File: config.mk
export PLATFORM = sky130hd
export DESIGN_NAME = gfq_ctrl
export DESIGN_NICKNAME = d
export VERILOG_FILES = /design/src/rtl/core/gfq_pkg.sv /design/src/rtl/core/gfq_ctrl.sv
export SDC_FILE = /design/constraint.sdc
export NUM_CORES = 1
export LEC_CHECK = 0
export ABC_CLOCK_PERIOD_IN_PS = 1450
export BUFFER_PORTS_ARGS = -buffer_cell sky130_fd_sc_hd__buf_2
export CORE_AREA = 2 2 39 41
export CTS_CLUSTER_DIAMETER = 60
export DETAILED_ROUTE_END_ITERATION = 12
export DIE_AREA = 0 0 41 43
export PLACE_DENSITY = 0.53
export SLEW_MARGIN = 10
export SYNTH_ARGS = -nofsm -noshare
export SYNTH_HDL_FRONTEND = slang
export SYNTH_SLANG_ARGS = --single-unit
File: constraint.sdc
create_clock -name clk_i -period 1.45 [get_ports clk_i]
set_input_delay 0.145 -clock clk_i [delete_from_list [all_inputs] [get_ports clk_i]]
set_output_delay 0.145 -clock clk_i [all_outputs]
set_load 0.05 [all_outputs]
File: src/rtl/core/gfq_pkg.sv
// Package for the grouped FIFO queue: shared types, codes and field widths.
// Used by the controller, the datapath and the top level; depends on nothing.
`timescale 1ns / 1ps

package gfq_pkg;

  // Field widths of the stream payloads
  localparam int unsigned ID_W       = 20;
  localparam int unsigned GRP_W      = 10;
  localparam int unsigned IN_DATA_W  = 32;
  localparam int unsigned OUT_DATA_W = 24;
  localparam int unsigned STAT_W     = 2;

  // Operation kind carried in the input tuser
  localparam logic KIND_ENQ = 1'b0;
  localparam logic KIND_DEQ = 1'b1;

  // Result status codes
  typedef enum logic [STAT_W-1:0] {
    STAT_ENQ   = 2'd0,
    STAT_DEQ   = 2'd1,
    STAT_EMPTY = 2'd2,
    STAT_FULL  = 2'd3
  } status_e;

  // Controller states
  typedef enum logic [3:0] {
    ST_CLEAR,
    ST_IDLE,
    ST_MOD_HI,
    ST_MOD_LO,
    ST_ENQ_RD,
    ST_ENQ_WR,
    ST_DEQ_RD,
    ST_DEQ_SLOT,
    ST_DEQ_WR,
    ST_RESP
  } state_e;

  // Commands from controller to datapath
  typedef enum logic [3:0] {
    CMD_NONE,
    CMD_CLEAR,
    CMD_ACCEPT,
    CMD_MOD_HI,
    CMD_MOD_LO,
    CMD_ENQ_RD,
    CMD_ENQ_WR,
    CMD_DEQ_RD,
    CMD_DEQ_SLOT,
    CMD_DEQ_WR,
    CMD_FULL,
    CMD_EMPTY,
    CMD_PUSH
  } cmd_e;

  // Status from datapath to controller
  typedef struct packed {
    logic clr_done;  // last entry of the group-flag clearing pass
    logic in_deq;    // incoming item is a dequeue
    logic full;      // all entry slots occupied
    logic active;    // active-group list not empty
    logic out_free;  // output register can take a result this cycle
  } dp_status_t;

endpackage

File: src/rtl/core/gfq_ctrl.sv
// Controller state machine of the grouped FIFO queue.
// Sequences clearing, enqueue and dequeue steps; uses gfq_pkg types.
`timescale 1ns / 1ps

module gfq_ctrl (
  input  logic                clk_i,
  input  logic                rst_ni,
  input  logic                s_tvalid_i,
  output logic                s_tready_o,
  input  gfq_pkg::dp_status_t status_i,
  output gfq_pkg::cmd_e       cmd_o
);

  gfq_pkg::state_e state_q, state_d;

  // State register; reset starts the clearing pass
  always_ff @(posedge clk_i or negedge rst_ni) begin
    if (!rst_ni) begin
      state_q <= gfq_pkg::ST_CLEAR;
    end else begin
      state_q <= state_d;
    end
  end

  // Next state
  always_comb begin
    state_d = state_q;
    case (state_q)
      gfq_pkg::ST_CLEAR: begin
        if (status_i.clr_done) state_d = gfq_pkg::ST_IDLE;
      end
      gfq_pkg::ST_IDLE: begin
        if (s_tvalid_i) begin
          state_d = status_i.in_deq ? gfq_pkg::ST_DEQ_RD : gfq_pkg::ST_MOD_HI;
        end
      end
      gfq_pkg::ST_MOD_HI:   state_d = gfq_pkg::ST_MOD_LO;
      gfq_pkg::ST_MOD_LO:   state_d = gfq_pkg::ST_ENQ_RD;
      gfq_pkg::ST_ENQ_RD: begin
        state_d = status_i.full ? gfq_pkg::ST_RESP : gfq_pkg::ST_ENQ_WR;
      end
      gfq_pkg::ST_ENQ_WR:   state_d = gfq_pkg::ST_RESP;
      gfq_pkg::ST_DEQ_RD: begin
        state_d = status_i.active ? gfq_pkg::ST_DEQ_SLOT : gfq_pkg::ST_RESP;
      end
      gfq_pkg::ST_DEQ_SLOT: state_d = gfq_pkg::ST_DEQ_WR;
      gfq_pkg::ST_DEQ_WR:   state_d = gfq_pkg::ST_RESP;
      gfq_pkg::ST_RESP: begin
        if (status_i.out_free) state_d = gfq_pkg::ST_IDLE;
      end
      default: state_d = gfq_pkg::ST_CLEAR;
    endcase
  end

  // Outputs: ready and datapath command
  always_comb begin
    s_tready_o = 1'b0;
    cmd_o      = gfq_pkg::CMD_NONE;
    case (state_q)
      gfq_pkg::ST_CLEAR: cmd_o = gfq_pkg::CMD_CLEAR;
      gfq_pkg::ST_IDLE: begin
        s_tready_o = 1'b1;
        if (s_tvalid_i) cmd_o = gfq_pkg::CMD_ACCEPT;
      end
      gfq_pkg::ST_MOD_HI: cmd_o = gfq_pkg::CMD_MOD_HI;
      gfq_pkg::ST_MOD_LO: cmd_o = gfq_pkg::CMD_MOD_LO;
      gfq_pkg::ST_ENQ_RD: begin
        cmd_o = status_i.full ? gfq_pkg::CMD_FULL : gfq_pkg::CMD_ENQ_RD;
      end
      gfq_pkg::ST_ENQ_WR: cmd_o = gfq_pkg::CMD_ENQ_WR;
      gfq_pkg::ST_DEQ_RD: begin
        cmd_o = status_i.active ? gfq_pkg::CMD_DEQ_RD : gfq_pkg::CMD_EMPTY;
      end
      gfq_pkg::ST_DEQ_SLOT: cmd_o = gfq_pkg::CMD_DEQ_SLOT;
      gfq_pkg::ST_DEQ_WR:   cmd_o = gfq_pkg::CMD_DEQ_WR;
      gfq_pkg::ST_RESP: begin
        if (status_i.out_free) cmd_o = gfq_pkg::CMD_PUSH;
      end
      default: cmd_o = gfq_pkg::CMD_NONE;
    endcase
  end

endmodule

# ---- Yosys cells after proc, flatten, opt, wreduce, memory -nomap -nowiden
# Index checks and enable logic that the tools add are counted.
dict set report word_totals {
  elab_cells 29
  in_bits 8
  ff_bits 4
}
dict set report classes {
  n_reduce_logical 3
  mux 13
  n_eq_ne 12
}
# op count
set op_table {}
lappend op_table {{case mux 4 bit (10 select lines)} 1}
lappend op_table {{case mux 4 bit (9 select lines)} 1}
lappend op_table {{2-to-1 mux 4 bit} 8}
lappend op_table {{== test 4 x 3 -> 1 bit (second input constant)} 4}
lappend op_table {{== test 4 x 2 -> 1 bit (second input constant)} 2}
lappend op_table {{== test 4 bit (second input constant)} 2}
lappend op_table {{!= test 2 bit (second input constant)} 3}
lappend op_table {{== test 4 x 1 -> 1 bit (second input constant)} 1}
lappend op_table {{logical NOT 4 bit} 1}
lappend op_table {{2-to-1 mux 3 bit} 1}
lappend op_table {{AND reduction 3 bit} 1}
lappend op_table {{2-to-1 mux 2 bit} 1}
lappend op_table {{OR reduction 2 bit} 1}
lappend op_table {{2-to-1 mux 1 bit} 1}

# ---- Longest topological paths before layout
# Gate-level depths: netlist of the first run.
dict set report depth {
  ltp_word 3
  mapped_depth 5
}

# ---- Least setup slack after synthesis of the first run
# No wires, ideal clock.
dict set report synth_path {
  kind {flip-flop to output port}
  start {register state_q[1]}
  end {output port s_tready_o}
  setup_slack_ns -0.907
  stages_incl_launch_ff 4
  n_path_buf 2
  arrival_time_ns 2.212
  path_cell_list {dfrtp_1 -> buf_6 -> buf_2 -> nor4_1}
}
dict set report synth_between {
  elab_chain_cells 2
}
# item line_no
set synth_lines {}
lappend synth_lines {{start: declaration} gfq_ctrl.sv:14} ;# gfq_pkg::state_e state_q, state_d;
lappend synth_lines {{start signal: assignment} gfq_ctrl.sv:19} ;# state_q <= gfq_pkg::ST_CLEAR;
lappend synth_lines {{start signal: assignment} gfq_ctrl.sv:21} ;# state_q <= state_d;
lappend synth_lines {{== test 4 x 1 -> 1 bit} gfq_ctrl.sv:59} ;# case (state_q)
lappend synth_lines {{2-to-1 mux 1 bit} gfq_ctrl.sv:59}
lappend synth_lines {{end: declaration} gfq_ctrl.sv:9} ;# output logic s_tready_o,
# Every way passes these cells.

# ---- Worst setup path in the final report of the first run
dict set report layout_path {
  start {register state_q[2]}
  end {output port cmd_o[2]}
}
dict set report layout_between {
  elab_chain_cells 2
}
# item line_no
set layout_lines {}
lappend layout_lines {{== test 4 bit (tied with other cells)} gfq_ctrl.sv:59}
lappend layout_lines {{case mux 4 bit (10 select lines) *} gfq_ctrl.sv:59}
lappend layout_lines {{end: declaration} gfq_ctrl.sv:11} ;# output gfq_pkg::cmd_e cmd_o
# Mark *: on every way between the ends. The rest lies on a longest branch, timed or not.

==> metrics.csv, run 1 <==
metric,value,unit
"crit path setup slack, layout",-126,ps
x dimension of the die,41,µm
number of cell rows,14,
placed wire-length estimate,846,µm
most area-consuming cells after synthesis,"sky130_fd_sc_hd__dfrtp_1 (23%), sky130_fd_sc_hd__buf_6 (5.3%), sky130_fd_sc_hd__a21oi_1 (4.7%)",
distinct cell type count of the synthesized netlist,30,
net count after synthesis,60,
setup repair after global routing missed its margin,true,
type of element launching the critical path,flop,
main flop type after synthesis,sky130_fd_sc_hd__dfrtp_1,
largest fanout on the critical path,7,
die area,1760,µm²
largest voltage drop on the vdd net,1020,µV
Placed Cells,86,
Sw Ratio,48.9,%
Vias,476,
gr ovfl total,0,
leading registers by flop count,state_q (4),
final layout net count,88,
mean routed wirelength per cell,12.3,µm
highest clock frequency the design can meet,635,MHz
Yosys top cell by area,sky130_fd_sc_hd__dfrtp_1,
first-iteration detailed-routing DRC count,5,
fillers,139,
htree depth,1,
area of the placeable core,1380,µm²
Routability Congestion,0.762,
floorplan die height,43,µm
ant diodes,0,
Commonest cells post-synth,"sky130_fd_sc_hd__nand2_1 (5), sky130_fd_sc_hd__nor2_1 (5), sky130_fd_sc_hd__a21oi_1 (4), sky130_fd_sc_hd__dfrtp_1 (4), sky130_fd_sc_hd__inv_1 (3)",
initial antenna violation count,0,
wire length of the first global-routing pass,2100,µm
"Req. time, crit path",1310,ps
number of search-and-repair iterations in the first detailed-routing pass,4,
vias per inst,5.06,
FF-to-FF setup slack,70,ps
area share of the largest cell type after synthesis,23.5,%
count of final hold-check violations,0,
leakage power,0.317,nW
Largest register FFs,4,
sum of routed wire length over all layers,1160,µm
worst rel slew slack,84.3,%
register bit total from synthesis,4,
worst-skew pair later-pin latency,230,ps
placement-stage worst setup slack,-39.8,ps
vias in the first global route,465,
Clock Root Buffer,sky130_fd_sc_hd__clkbuf_4,
largest net degree at the start of global routing,8,
final cycle utilization of the critical path,109,%
Syn Area/Cell,8.20,µm²
TritonCTS clock tree,done,
Clock Pin Slew Worst Setup and Hold Paths,40,ps
run status,"finished, violations left",
I/O pin total,13,
cell-internal power,914,µW
proportion of power drawn by flip-flops and latches,14.3,%
Clock Power Share,7.6,%
number of clock sinks,4,
Worst Setup Path Type,flop to output port,
ys async rst share,100,%
Critical Path AT,1430,ps
worst min-delay path category,input pin to flop,
Max Cap Violations,0,
min cycle time layout,1580,ps
worst clock skew,2.98,ps
Power Dens Cells,2560,nW/µm²
switching component of the power,876,µW
netlist area before placement,427,µm²
setup_tns,-294,ps
post-synthesis sequential area ratio,23.5,%
GR Util All Layers,17.5,%
portion of total power attributed to combinational logic,78.1,%
Synth warnings,0,
share of post-route cells with drive strength above 1,57.7,%
number of enable flip-flop cells after synthesis,0,
quantity of I/O buffers inserted on ports,12,
final setup violation count,5,
Worst Max-Slew Pin Slew,235,ps
category of the worst setup path capture point,output port,
Antenna Violating Nets Remaining,0,
register bank with the most flops,state_q,
Final Power,1.79,mW
Initial Utilization,30.8,%
Post-Syn Instances,52,
DR DRC count,0,
post-layout instance count excluding filler cells,94,
buffer depth of the longest clock path,2,
post-synthesis to final-layout area growth,63.9,%
violations in the final reports,negative setup slack,
max-slew violation count,0,
number of buffers inserted during clock tree synthesis,3,
==> path summary, 6_finish.rpt <==
| path | start | endpoint | depth (start not counted) |
|---|---|---|---|
| worst max-delay path | state_q[2] | cmd_o[2] | 5 |
| worst min-delay path | status_i[3] | state_q[2] | 3 |
| worst max register to register | state_q[0] | state_q[3] | 5 |
| worst min register to register | state_q[1] | state_q[3] | 2 |
| max in group asynchronous | rst_ni | state_q[0] | 2 |
| min in group asynchronous | rst_ni | state_q[3] | 2 |
==> kinds of logic (layout without fill, tap and decap cells) <==
| kind of cell | Yosys count | in the layout | synth area share [%] |
|---|---|---|---|
| simple gates | 22 | 22 | 32.0 |
| buf+inv | 8 | 34 | 12.0 |
| compound gates | 18 | 18 | 32.6 |
| flops | 4 | 4 | 23.5 |
==> power by group through the flow <==
stage | sequential (mW) | combinational [mW] | clock [mW]
2_1_floorplan | 0.186 | 0.937 | 0
3_3_place_gp | 0.246 | 1.15 | 0
3_5_place_dp | 0.251 | 1.16 | 0
4_1_cts | 0.252 | 1.38 | 0.142
5_1_grt | 0.267 | 1.51 | 0.151
6_report | 0.256 | 1.40 | 0.136
==> stage by stage <==
stage	utilization [%]	cell area, µm²	hold WS, ps
after global routing	50.5	699	155
after detailed placement	41.6	576	-46.9
after global placement	41.6	576	-43.6
after CTS	49.8	689	154
after floorplan	-	455	-151
final	50.5	699	160
==> final cells by class <==
| type | count | area, µm² | area share [%] |
|---|---|---|---|
| Multi-Input combinational cell | 40 | 313 | 44.7 |
| Timing Repair Buffer | 28 | 229 | 32.7 |
| Sequential cell | 4 | 104 | 14.8 |
| Clock buffer | 3 | 22.5 | 3.22 |
| Tap cell | 16 | 20.0 | 2.86 |
| Inverter | 3 | 11.3 | 1.61 |
==> cells in the final DEF (no fill, tap or decap), types with 2 or more instances in the layout <==
cell type,synthesis,layout
sky130_fd_sc_hd__o21ai_1,2,2
sky130_fd_sc_hd__nand2b_1,2,2
sky130_fd_sc_hd__and3b_1,2,2
sky130_fd_sc_hd__buf_6,2,9
sky130_fd_sc_hd__a221oi_2,1,2
sky130_fd_sc_hd__nand2_1,5,5
sky130_fd_sc_hd__inv_1,3,2
sky130_fd_sc_hd__a21oi_1,4,4
sky130_fd_sc_hd__o21ai_0,2,2
sky130_fd_sc_hd__buf_4,1,11
sky130_fd_sc_hd__dfrtp_2,0,3
sky130_fd_sc_hd__nor2_1,5,5
sky130_fd_sc_hd__buf_2,2,7
sky130_fd_sc_hd__clkbuf_4,0,3
==> repair_timing <==
action                                  in CTS  in global routing
pin swaps                                    1                  3
resized for setup                           17                  3
endpoints found under the setup margin       5                  6
endpoints found under the hold margin        4                  0
setup buffers                                4                  1
hold buffers                                 1                  0
==> layer usage <==
metal	up-vias	part of all wire, %	routed length [µm]	global-route usage [%]
li1	241	-	-	-
met3	0	3.2	37	6.28
met2	11	52	597	25.0
met1	224	45	524	24.7
met5	-	0	0	0
met4	0	0	0	4.00
==> critical path, cell delays in order (launching register included) <==
cell,delay [ps]
sky130_fd_sc_hd__dfrtp_2,410
sky130_fd_sc_hd__buf_6,140
sky130_fd_sc_hd__and2b_4,160
sky130_fd_sc_hd__nor2_1,50
sky130_fd_sc_hd__o32ai_2,230
sky130_fd_sc_hd__buf_6,200
Power figures use the tool's default switching activity.
==> inputs of run 2 (changes only) <==
--- a/config.mk
+++ b/config.mk
@@ -11,7 +11,7 @@
 export CTS_CLUSTER_DIAMETER = 60
 export DETAILED_ROUTE_END_ITERATION = 12
 export DIE_AREA = 0 0 41 43
-export PLACE_DENSITY = 0.53
+export PLACE_DENSITY_LB_ADDON = 0.25
 export SLEW_MARGIN = 10
 export SYNTH_ARGS = -nofsm -noshare
 export SYNTH_HDL_FRONTEND = slang
==> metrics.csv, run 2 (synthesis gave the netlist of run 1 again) <==
metric,value,unit
run status,"finished, violations left",
violations in the final reports,negative setup slack,
buffer depth of the longest clock path,2,
type of element launching the critical path,flop,
Initial Utilization,30.8,%
TritonCTS clock tree,done,
startpoint of the worst register-to-register path,state_q[0],
final layout net count,90,
area of the placeable core,1380,µm²
largest fanout on the critical path,7,
min cycle time layout,1540,ps
Largest register FFs,4,
DR DRC count,0,
setup repair after global routing missed its margin,true,
quantity of I/O buffers inserted on ports,12,
GR Util All Layers,15.3,%
initial antenna violation count,0,
"most common cell after layout, fill and taps aside",sky130_fd_sc_hd__buf_4,
Worst Setup Path Type,flop to output port,
number of search-and-repair iterations in the first detailed-routing pass,3,
Routability Congestion,0.698,
highest clock frequency the design can meet,648,MHz
Worst Max-Slew Pin Slew,270,ps
mean routed wirelength per cell,12.4,µm
Antenna Violating Nets Remaining,0,
category of the worst setup path capture point,output port,
first element of the critical path,state_q[2],
wire length of the first global-routing pass,1840,µm
Critical Path AT,1400,ps
Clock Pin Slew Worst Setup and Hold Paths,30,ps
worst-skew pair later-pin latency,230,ps
Power Dens Cells,2490,nW/µm²
worst min-delay path category,input pin to flop,
min-delay src,status_i[3],
count of final hold-check violations,0,
final cycle utilization of the critical path,106,%
number of buffers inserted during clock tree synthesis,3,
htree depth,1,
worst clock skew,4.49,ps
number of clock sinks,4,
first-iteration detailed-routing DRC count,6,
largest voltage drop on the vdd net,1050,µV
leading registers by flop count,state_q (4),
number of cell rows,14,
x dimension of the die,41,µm
ant diodes,0,
placed wire-length estimate,836,µm
I/O pin total,13,
floorplan die height,43,µm
vias in the first global route,437,
setup_tns,-210,ps
Max Cap Violations,0,
share of post-route cells with drive strength above 1,66.3,%
highest-count cells in the layout ignoring fill and taps,"sky130_fd_sc_hd__buf_4 (14), sky130_fd_sc_hd__buf_6 (8), sky130_fd_sc_hd__buf_2 (7)",
Final Power,1.85,mW
post-route worst hold slack,173,ps
fillers,137,
final setup violation count,3,
"Req. time, crit path",1310,ps
largest net degree at the start of global routing,9,
vias per inst,4.79,
leakage power,0.334,nW
sum of routed wire length over all layers,1200,µm
die area,1760,µm²
gr ovfl total,0,
register bank with the most flops,state_q,
max-slew violation count,0,
"crit path setup slack, layout",-92.3,ps
post-synthesis to final-layout area growth,74.2,%
Vias,460,
worst rel slew slack,81.9,%
core utilization of the finished layout,53.7,%
Clock Root Buffer,sky130_fd_sc_hd__clkbuf_4,
[run 2: cell count changes in the layout (fill, tap and decap cells not counted), sizes merged]
cell / delta
buf: +2
[run 2: per-stage QoR]
| stage | setup slack [ps] | cell area, µm² | cells |
|---|---|---|---|
| finish | -92.3 | 743 | 96 |
| CTS | -85.8 | 736 | 97 |
| floorplan | -165 | 455 | 52 |
| global placement | 31.4 | 576 | 86 |
| detailed placement | 26.2 | 576 | 86 |
| global route | -145 | 743 | 96 |
[run 2: power by group]
part           switching [mW]  internal, mW  total (mW)  leakage (nW)
registers              0.0761         0.164       0.240        0.0463
clock network          0.0417        0.0923       0.134        0.0138
logic                   0.786         0.688        1.47         0.274
[run 2: final timing paths]
| kind | end | slack, ps | cells past startpoint |
|---|---|---|---|
| min in group asynchronous | state_q[3] | 250 | 2 |
| hold / removal | state_q[2] | 170 | 3 |
| setup / recovery | cmd_o[2] | -90 | 5 |
| max in group asynchronous | state_q[0] | 1060 | 2 |
| hold reg to reg | state_q[3] | 710 | 2 |
| setup reg to reg | state_q[3] | 100 | 4 |
[run 2: area by class of cell]
class | instances | area [µm²] | share of cell area, %
clock buffers | 3 | 22.5 | 3.03
repair buffers | 30 | 240 | 32.3
well taps | 16 | 20.0 | 2.69
flip-flops and latches | 4 | 104 | 14.0
multi-input cells | 40 | 345 | 46.5
inverters | 3 | 11.3 | 1.52
[run 2: layer usage]
layer / part of all wire, % / global-route usage, % / up-vias / wire [µm]
met5: 0 / 0 / - / 0
met4: 0 / 4.00 / 0 / 0
met3: 2.3 / 3.14 / 0 / 27
met2: 53 / 24.7 / 7 / 637
met1: 44 / 19.9 / 210 / 531
li1: - / - / 243 / -
[run 2: worst max-delay path: stages, from the launching register on]
cell and delay, ps:
sky130_fd_sc_hd__dfrtp_2 420, sky130_fd_sc_hd__buf_6 140, sky130_fd_sc_hd__and2b_4 170, sky130_fd_sc_hd__nor2_2 40, sky130_fd_sc_hd__o32ai_2 210, sky130_fd_sc_hd__buf_6 190
[run 2: what timing repair did]
item | in CTS | in global routing
pin swaps | 6 | 3
endpoints found under the hold margin | 4 | 0
gates resized for setup | 25 | 3
buffers inserted | 7 | 0
endpoints found under the setup margin | 5 | 6
hold buffers | 1 | 0
==> inputs of run 3 (changes only) <==
--- a/config.mk
+++ b/config.mk
@@ -8,6 +8,7 @@
 export ABC_CLOCK_PERIOD_IN_PS = 1450
 export BUFFER_PORTS_ARGS = -buffer_cell sky130_fd_sc_hd__buf_2
 export CORE_AREA = 2 2 39 41
+export CTS_BUF_LIST = sky130_fd_sc_hd__clkbuf_8
 export CTS_CLUSTER_DIAMETER = 60
 export DETAILED_ROUTE_END_ITERATION = 12
 export DIE_AREA = 0 0 41 43
==> metrics.csv, run 3 (synthesis gave the netlist of run 1 again) <==
metric,value,unit
GR Util All Layers,15.0,%
Clock Root Buffer,sky130_fd_sc_hd__clkbuf_8,
setup repair after global routing missed its margin,true,
CP Cell Sequence,"buf_6, and2b_4, nor2_2, o32ai_2, buf_6",
worst rel slew slack,81.9,%
largest incremental delay on the critical path,410,ps
largest fanout on the critical path,7,
Vias,458,
buffer depth of the longest clock path,2,
htree depth,1,
die area,1760,µm²
largest voltage drop on the vdd net,1030,µV
ant diodes,0,
register bank with the most flops,state_q,
Max Cap Violations,0,
highest-count cells in the layout ignoring fill and taps,"sky130_fd_sc_hd__buf_4 (15), sky130_fd_sc_hd__buf_2 (7), sky130_fd_sc_hd__buf_6 (7)",
final setup violation count,3,
mean routed wirelength per cell,12.4,µm
first-iteration detailed-routing DRC count,7,
Worst Max-Slew Pin Slew,270,ps
leading registers by flop count,state_q (4),
Clock Pin Slew Worst Setup and Hold Paths,30,ps
final layout net count,90,
"Req. time, crit path",1310,ps
Critical Path AT,1380,ps
wire length of the first global-routing pass,1820,µm
top layer in use,met3,
quantity of I/O buffers inserted on ports,12,
run status,"finished, violations left",
wire length on met1,519,µm
type of element launching the critical path,flop,
Worst Setup Path Type,flop to output port,
Power Dens Cells,2550,nW/µm²
DR WL met2,638,µm
final cycle utilization of the critical path,105,%
number of buffers inserted during clock tree synthesis,3,
"crit path setup slack, layout",-71.9,ps
category of the worst setup path capture point,output port,
I/O pin total,13,
Largest register FFs,4,
setup_tns,-141,ps
initial antenna violation count,0,
number of search-and-repair iterations in the first detailed-routing pass,2,
worst-skew pair later-pin latency,210,ps
Initial Utilization,30.8,%
DR DRC count,0,
max-slew violation count,0,
"most common cell after layout, fill and taps aside",sky130_fd_sc_hd__buf_4,
vias per inst,4.77,
post-synthesis to final-layout area growth,76.2,%
cell with the largest stage delay on the worst path,sky130_fd_sc_hd__dfrtp_2,
min cycle time layout,1520,ps
Final Power,1.92,mW
vias in the first global route,431,
gr ovfl total,0,
count of final hold-check violations,0,
hold path cells,3,
share of post-route cells with drive strength above 1,67.5,%
number of cell rows,14,
WL met3,32,µm
worst clock skew,3.75,ps
Antenna Violating Nets Remaining,0,
sum of routed wire length over all layers,1190,µm
TritonCTS clock tree,done,
placed wire-length estimate,836,µm
leakage power,0.338,nW
highest clock frequency the design can meet,657,MHz
worst min-delay path category,input pin to flop,
area of the placeable core,1380,µm²
Routability Congestion,0.698,
floorplan die height,43,µm
x dimension of the die,41,µm
cells on worst reg2reg path,4,
number of clock sinks,4,
Placed Cells,86,
post-layout instance count excluding filler cells,96,
violations in the final reports,negative setup slack,
cell type with the highest occurrence count on the critical path,sky130_fd_sc_hd__buf_6,
largest net degree at the start of global routing,9,
-- run 3: power breakdown --
group          switching (mW)  leakage, nW  internal, mW  total (mW)
Clock                  0.0521       0.0216         0.176       0.229
Sequential             0.0753       0.0463         0.164       0.239
Combinational           0.776        0.270         0.675        1.45
Total                   0.904        0.338          1.02        1.92
-- run 3: metal layers --
layer / track usage [%] / vias to the layer above
met5: 0 / -
li1: - / 243
met3: 3.14 / 0
met2: 24.7 / 7
met4: 2.00 / 0
met1: 19.9 / 208
-- run 3: final timing paths --
| kind | from | endpoint | slack [ps] |
|---|---|---|---|
| max in group asynchronous | rst_ni | state_q[0] | 1040 |
| min in group asynchronous | rst_ni | state_q[3] | 270 |
| max | state_q[2] | cmd_o[2] | -70 |
| max reg2reg | state_q[0] | state_q[3] | 110 |
| min reg2reg | state_q[1] | state_q[3] | 710 |
| min | status_i[3] | state_q[2] | 190 |
-- run 3: worst max-delay path: cells and delay by family (launching register included) --
family | cells | cell delay, ps
AOI/OAI and AO/OA | 1 | 210
DFF | 1 | 410
buffers and inverters | 2 | 330
and+or+nand+nor | 2 | 210
-- run 3: repair_timing --
action | 4_1_cts | 5_1_grt
buffers inserted | 7 | 0
pin swaps | 6 | 1
endpoints found under the hold margin | 4 | 0
hold buffers | 1 | 0
gates resized for setup | 23 | 4
endpoints found under the setup margin | 5 | 6
-- run 3: metrics by stage --
| stage | hold slack [ps] | instance area, µm² | setup WS (ps) | utilization [%] |
|---|---|---|---|---|
| 2_1_floorplan | -151 | 455 | -165 | - |
| 3_3_place_gp | -44.9 | 576 | 31.4 | 41.6 |
| 3_5_place_dp | -43.6 | 576 | 26.2 | 41.6 |
| 4_1_cts | 195 | 747 | -61.7 | 54.0 |
| 5_1_grt | 187 | 752 | -119 | 54.3 |
| 6_report | 190 | 752 | -71.9 | 54.3 |
-- run 3: final cells by class --
class	instances	area (µm²)
Clock buffer	3	41.3
Fill cell	136	632
Inverter	3	11.3
Multi-Input combinational cell	40	339
Sequential cell	4	104
Tap cell	16	20.0
Timing Repair Buffer	30	236
